## src/rtl/core/hbd_pkg.sv

```systemverilog
package hbd_pkg;

  localparam int unsigned CntW = 32;

  localparam logic [2:0] PH_SIZE = 3'd0;
  localparam logic [2:0] PH_LINE = 3'd1;
  localparam logic [2:0] PH_DATA = 3'd2;
  localparam logic [2:0] PH_TR1  = 3'd3;
  localparam logic [2:0] PH_TR2  = 3'd4;

  localparam logic [1:0] MODE_NONE  = 2'd0;
  localparam logic [1:0] MODE_FIXED = 2'd1;
  localparam logic [1:0] MODE_CHUNK = 2'd2;
  localparam logic [1:0] MODE_CLOSE = 2'd3;

  localparam logic CMD_BYTE = 1'b0;
  localparam logic CMD_EOS  = 1'b1;

  localparam logic CFG_MODE = 1'b0;
  localparam logic CFG_LEN  = 1'b1;

  localparam logic [7:0] CHAR_LF = 8'h0A;

  typedef struct packed {
    logic [2:0]      phase;
    logic [CntW-1:0] remaining;
    logic [CntW-1:0] received;
    logic            fin;
    logic            err;
  } hbd_state_t;

  typedef struct packed {
    logic       pass;
    logic [7:0] data;
    logic       done;
    logic       err;
  } hbd_res_t;

  // Bit 4 flags a hex digit, bits 3:0 hold its value.
  function automatic logic [4:0] hex_digit(input logic [7:0] c);
    logic [4:0] r;
    r = 5'd0;
    if (c >= 8'h30 && c <= 8'h39) begin
      r = {1'b1, c[3:0]};
    end else if ((c >= 8'h61 && c <= 8'h66) || (c >= 8'h41 && c <= 8'h46)) begin
      r = {1'b1, c[3:0] + 4'd9};
    end
    return r;
  endfunction

endpackage

```

## src/rtl/core/hbd_step.sv

```systemverilog
module hbd_step
  import hbd_pkg::*;
(
  input  logic [1:0]      body_mode,
  input  logic [CntW-1:0] content_length,
  input  hbd_state_t      st,
  input  logic            cmd,
  input  logic [7:0]      data_byte,
  output hbd_state_t      st_nxt,
  output hbd_res_t        res
);

  logic            no_body;
  logic [4:0]      hx;
  logic [CntW-1:0] rcv_inc;
  logic [CntW-1:0] rem_dec;
  logic            pass;

  assign no_body = (body_mode == MODE_NONE) ||
                   (body_mode == MODE_FIXED && content_length == '0);
  assign hx      = hex_digit(data_byte);
  assign rcv_inc = st.received + CntW'(1);
  assign rem_dec = st.remaining - CntW'(1);

  always_comb begin
    st_nxt = st;
    pass   = 1'b0;
    if (!(no_body || st.fin)) begin
      if (cmd == CMD_EOS) begin
        st_nxt.fin = 1'b1;
      end else begin
        case (body_mode)
          MODE_FIXED: begin
            pass            = 1'b1;
            st_nxt.received = rcv_inc;
            if (rcv_inc == content_length) begin
              st_nxt.fin = 1'b1;
            end
          end
          MODE_CLOSE: begin
            pass            = 1'b1;
            st_nxt.received = rcv_inc;
          end
          default: begin
            case (st.phase)
              PH_SIZE, PH_LINE: begin
                if (data_byte == CHAR_LF) begin
                  if (st.remaining == '0) begin
                    st_nxt.fin = 1'b1;
                  end else begin
                    st_nxt.phase = PH_DATA;
                  end
                end else if (st.phase == PH_SIZE) begin
                  if (!hx[4]) begin
                    st_nxt.phase = PH_LINE;
                  end else if (st.remaining[CntW-1 -: 4] != 4'd0) begin
                    st_nxt.err       = 1'b1;
                    st_nxt.remaining = '1;
                  end else begin
                    st_nxt.remaining = {st.remaining[CntW-5:0], hx[3:0]};
                  end
                end
              end
              PH_DATA: begin
                pass             = 1'b1;
                st_nxt.received  = rcv_inc;
                st_nxt.remaining = rem_dec;
                if (rem_dec == '0) begin
                  st_nxt.phase = PH_TR1;
                end
              end
              PH_TR1: begin
                st_nxt.phase = PH_TR2;
              end
              default: begin
                st_nxt.phase     = PH_SIZE;
                st_nxt.remaining = '0;
              end
            endcase
          end
        endcase
      end
    end
  end

  assign res.pass = pass;
  assign res.data = pass ? data_byte : 8'd0;
  assign res.done = no_body || st_nxt.fin;
  assign res.err  = st_nxt.err;

endmodule

```

## src/rtl/core/http_body_dechunker_unit.sv

```systemverilog
// Channel   Direction  Handshake              Payload
// in_       input      in_valid / in_ready    in_cmd, in_data_byte
// out_      output     out_valid / out_ready  out_out_valid, out_byte, out_done_res, out_error
// cfg_      input      cfg_valid / cfg_ready  cfg_index, cfg_data
//
// One byte is accepted every cycle unless the output stalls; each byte passes the input
// register, then the result register; the limit is the single state update between them.
// A stalled result holds the result register, and the input register keeps one more byte.
// Reset and every configuration write return the extraction state to its start.
module http_body_dechunker_unit
  import hbd_pkg::*;
(
  input  logic            clk,
  input  logic            rst_n,
  input  logic            in_valid,
  output logic            in_ready,
  input  logic            in_cmd,
  input  logic [7:0]      in_data_byte,
  output logic            out_valid,
  input  logic            out_ready,
  output logic            out_out_valid,
  output logic [7:0]      out_byte,
  output logic            out_done_res,
  output logic            out_error,
  input  logic            cfg_valid,
  output logic            cfg_ready,
  input  logic            cfg_index,
  input  logic [CntW-1:0] cfg_data
);

  logic            mode_wr;
  logic            len_wr;
  logic [1:0]      body_mode_r;
  logic [CntW-1:0] content_length_r;
  hbd_state_t      st_r;
  hbd_state_t      st_nxt;
  logic            in_vld_r;
  logic            in_cmd_r;
  logic [7:0]      in_byte_r;
  logic            out_vld_r;
  hbd_res_t        res_r;
  hbd_res_t        res_nxt;
  logic            adv;

  assign cfg_ready = 1'b1;
  assign mode_wr   = cfg_valid && cfg_index == CFG_MODE;
  assign len_wr    = cfg_valid && cfg_index == CFG_LEN;

  assign adv      = in_vld_r && (!out_vld_r || out_ready);
  assign in_ready = !in_vld_r || adv;

  hbd_step u_step (
    .body_mode      (body_mode_r),
    .content_length (content_length_r),
    .st             (st_r),
    .cmd            (in_cmd_r),
    .data_byte      (in_byte_r),
    .st_nxt         (st_nxt),
    .res            (res_nxt)
  );

  always_ff @(posedge clk) begin
    if (!rst_n) begin
      body_mode_r      <= MODE_NONE;
      content_length_r <= '0;
      st_r             <= '0;
      in_vld_r         <= 1'b0;
      out_vld_r        <= 1'b0;
    end else begin
      if (mode_wr) begin
        body_mode_r <= cfg_data[1:0];
      end
      if (len_wr) begin
        content_length_r <= cfg_data;
      end
      if (cfg_valid) begin
        st_r <= '0;
      end else if (adv) begin
        st_r <= st_nxt;
      end
      if (in_ready) begin
        in_vld_r <= in_valid;
      end
      if (adv) begin
        out_vld_r <= 1'b1;
      end else if (out_ready) begin
        out_vld_r <= 1'b0;
      end
    end
  end

  always_ff @(posedge clk) begin
    if (in_ready && in_valid) begin
      in_cmd_r  <= in_cmd;
      in_byte_r <= in_data_byte;
    end
    if (adv) begin
      res_r <= res_nxt;
    end
  end

  assign out_valid     = out_vld_r;
  assign out_out_valid = res_r.pass;
  assign out_byte      = res_r.data;
  assign out_done_res  = res_r.done;
  assign out_error     = res_r.err;

endmodule

```

## config.mk

```make
export PLATFORM = sky130hd
export DESIGN_NAME = http_body_dechunker_unit
export DESIGN_NICKNAME = d
export VERILOG_FILES = /design/src/rtl/core/hbd_pkg.sv /design/src/rtl/core/hbd_step.sv /design/src/rtl/core/http_body_dechunker_unit.sv
export SDC_FILE = /design/constraint.sdc
export NUM_CORES = 1
export LEC_CHECK = 0
export ABC_AREA = 1
export BUFFER_PORTS_ARGS = -buffer_cell sky130_fd_sc_hd__buf_2
export CORE_AREA = 8 8 133 135
export CTS_BUF_LIST = sky130_fd_sc_hd__clkbuf_16
export CTS_CLUSTER_DIAMETER = 150
export DETAILED_ROUTE_END_ITERATION = 16
export DIE_AREA = 0 0 141 143
export GPL_TIMING_DRIVEN = 0
export HOLD_SLACK_MARGIN = 0.02
export PLACE_DENSITY = 0.8
export SLEW_MARGIN = 20
export SYNTH_ARGS = -nofsm -noshare
export SYNTH_HDL_FRONTEND = slang
export SYNTH_SLANG_ARGS = --single-unit
```

## constraint.sdc

```tcl
create_clock -name clk -period 2.2 [get_ports clk]
set_input_delay 0.22 -clock clk [delete_from_list [all_inputs] [get_ports clk]]
set_output_delay 0.22 -clock clk [all_outputs]
set_load 0.005 [all_outputs]
```

==> results.md <==
- Final worst slack: -40.9 ps
- Via count: 8630
- CP peak stage delay: 400 ps
- CP most frequent cell: nand2_2
- RSZ-0062 raised after global routing: true
- Core box area: 15600 sq um
- Slew Viols, Final: 0
- Crit path capture type: register
- Crit path max-delay family: simple AND/OR/NAND/NOR gates
- Synth warnings: 0
- H-tree Lvls: 4
- Setup TNS: -40.9 ps
- Antenna cells: 0
- 1st-iter DRT viols: 857
- Routed vias/inst: 5.60
- Vias in the first global route: 7755
- # DRC: 0
- Slew HR: 0.555
- CTS Buf Count: 17
- HPWL Detailed: 17200 microns
- Power Density: 594 nW/um^2
- Area grow syn2layout: 26.4%
- Crit path kind: reg -> reg
- First-pass GRT wire length: 38100 microns
- Multi-input combinational cell area: 4770 sq um
- Failing checks: setup timing
- Mean Syn Cell Area: 6.43 sq um
- Ys flop type: dfxtp_1
- Post-synthesis register bit count: 125
- Die span in y: 143 microns
- Ratio of cells with drive above 1 in the final layout: 0.219
- Starting Density: 0.493
- Row count: 46
- Pleak: 0.00418 uW
- Slowest cell on crit path: dfxtp_2
- Post-synth EDFFs: 20
- Final period util: 1.02
- Register area share after synthesis: 0.352
- Initial antenna violation count: 0
- CP Cell Sequence: nand2_2, nor2_2, nand2_1, nor2_1, nand3b_1, xor3_1, nand2_2, nor2_2, nand3_2, nand2_2, nand2_2, a21oi_2
- CTS tree: built
- Crit path max fanout: 5
- Crit path arrival time: 2600 ps
- Worst EP required: 2560 ps
- Peak supply drop: 582 uV
- Syn Std Cell Area: 7680 sq um
- CTS Sinks: 125
- Clk Latency, worst-skew pair: 440 ps
- Die X: 141 microns
- Largest net degree at the start of global routing: 17
- Routed WL: 24900 microns
- Port Buf Inserts: 59
- Yosys cell types: 41
- Max Clock Skew: 13.7 ps
- Post-Syn Instances: 1196
- F_max: 446 MHz
- # Max-Cap Violations: 0
- Final Setup Violations: 1
- Worst-case clock buffer depth: 2
- GRT Util Overall: 0.236
- Buffers and inverters on the worst path: 0
- Grt total ovfl: 0
- Hold Vio Cnt, Final: 0
- Clk slew on worst S/H paths: 60 ps
- Least-Margin Pin Slew: 664 ps
- Mapped Nets: 1250
- Reg area: 2750 sq um
- Class of the worst hold path: in -> reg
- Routed Antenna Nets: 0
- Placed cells: 1471
- Status: complete, but fails checks
- Pre-CTS setup slack: -514 ps
- Layout Nets: 1367
- RePlAce Congestion: 0.981
- Final core utilization: 0.623
- Pre-Repair DR Iteration Count: 5
- Fill count: 1338
- Drt wl/cell: 16.1 microns
- Die area: 20200 sq um
- Final std cells w/o fill: 1542
- Fin crit period: 2240 ps
- Worst setup SP type: register
- Io pins: 61
- FFs w/ async S/R, synth: 0
- Root buffer cell: clkbuf_16
-- cell type report --
cell class	instances	area share
Tap cell	216	0.0278
Clock buffer	17	0.0438
Inverter	133	0.0517
Clock inverter	15	0.0171
Timing Repair Buffer	98	0.0649
Sequential cell	125	0.283
Multi-Input combinational cell	900	0.491
Buffer	38	0.0200
-- worst min-delay path: stages --
cell and delay, ps:
buf_2 70, o21ai_0 70, nor2_1 70
-- state kept, by name (all words and copies together), names as in the netlist --
register and count:
out_byte 8, body_mode_r 2, content_length_r 32, out_done_res 1
out_valid 1, out_out_valid 1, st_r 69, in_byte_r 8
out_error 1, in_vld_r 1, in_cmd_r 1
-- routing by layer --
metal  vias up  track usage  routed length (microns)
met4         0        0.110                      968
li1       4142            -                        -
met2       372        0.390                    11900
met5         -            0                        0
met3        84       0.0511                     1830
met1      4032        0.289                    10200
-- worst paths after layout --
check	startpoint	end	slack, ps	cells after the start
setup reg to reg	st_r[11]$_SDFFE_PP0P_	st_r[1]$_SDFFE_PP0P_	-40	12
hold / removal	cfg_data[27]	content_length_r[27]$_SDFFE_PN0P_	40	3
hold reg to reg	st_r[1]$_SDFFE_PP0P_	st_r[1]$_SDFFE_PP0P_	480	2
setup / recovery	st_r[11]$_SDFFE_PP0P_	st_r[1]$_SDFFE_PP0P_	-40	12
-- cell families after synthesis --
kind of cell | after synthesis | share of synthesized area
simple gates | 619 | 0.340
other cells | 1 | 0.000488
xor+xnor | 33 | 0.0435
buf+inv | 171 | 0.0856
compound gates | 240 | 0.168
flops | 125 | 0.352
fa+ha+maj | 7 | 0.0114
-- placed cells by master (no fill, tap or decap), types with 22 or more instances in the layout --
cell / n
nand2_1: 260
nor2_1: 149
inv_1: 125
o21ai_0: 119
dfxtp_1: 79
nand3_1: 73
a21oi_1: 64
buf_2: 59
nand2_2: 35
buf_4: 33
nor2_2: 28
a31oi_1: 26
xor2_1: 25
clkbuf_1: 23
nor2_4: 22
-- Yosys cell counts (all sizes together), types with 2 or more instances --
| cell | instances | area share |
|---|---|---|
| xor3 | 3 | 0.0093 |
| and2 | 2 | 0.0016 |
| edfxtp | 20 | 0.078 |
| nor2 | 199 | 0.10 |
| nor3 | 10 | 0.0072 |
| o211ai | 6 | 0.0059 |
| clkbuf | 34 | 0.017 |
| nand3 | 88 | 0.061 |
| ha | 7 | 0.011 |
| a21oi | 68 | 0.045 |
| nand2 | 302 | 0.15 |
| nand3b | 5 | 0.0049 |
| xor2 | 25 | 0.028 |
| nor4 | 2 | 0.0016 |
| buf | 4 | 0.0041 |
| a211oi | 3 | 0.0029 |
| inv | 132 | 0.064 |
| a22oi | 4 | 0.0039 |
| o21ai | 129 | 0.084 |
| xnor2 | 5 | 0.0057 |
| a31oi | 26 | 0.021 |
| dfxtp | 105 | 0.27 |
| nand4 | 10 | 0.0081 |
-- power by group --
part           internal, uW  switching [uW]  total [uW]
registers              2380            46.9        2430
logic                   187             309         496
clock network          1680            1160        2840
total                  4250            1520        5770
-- repair_timing --
item | CTS | global route
resized for setup | 55 | 143
endpoints found under the setup margin | 70 | 65
pin swaps | 9 | 42
endpoints found under the hold margin | 9 | 0
hold buffers | 9 | 0
buffers inserted | 8 | 22
-- stage by stage --
| stage | hold slack, ps | power (uW) | instance area [sq um] |
|---|---|---|---|
| floorplan | 319 | 2750 | 7680 |
| global placement | 398 | 2900 | 8250 |
| detailed placement | 399 | 2910 | 8250 |
| CTS | 39.2 | 5710 | 9160 |
| global route | 58.5 | 5930 | 9710 |
| finish | 35.1 | 5770 | 9710 |
Note: power is estimated with default switching activity, not from simulation.
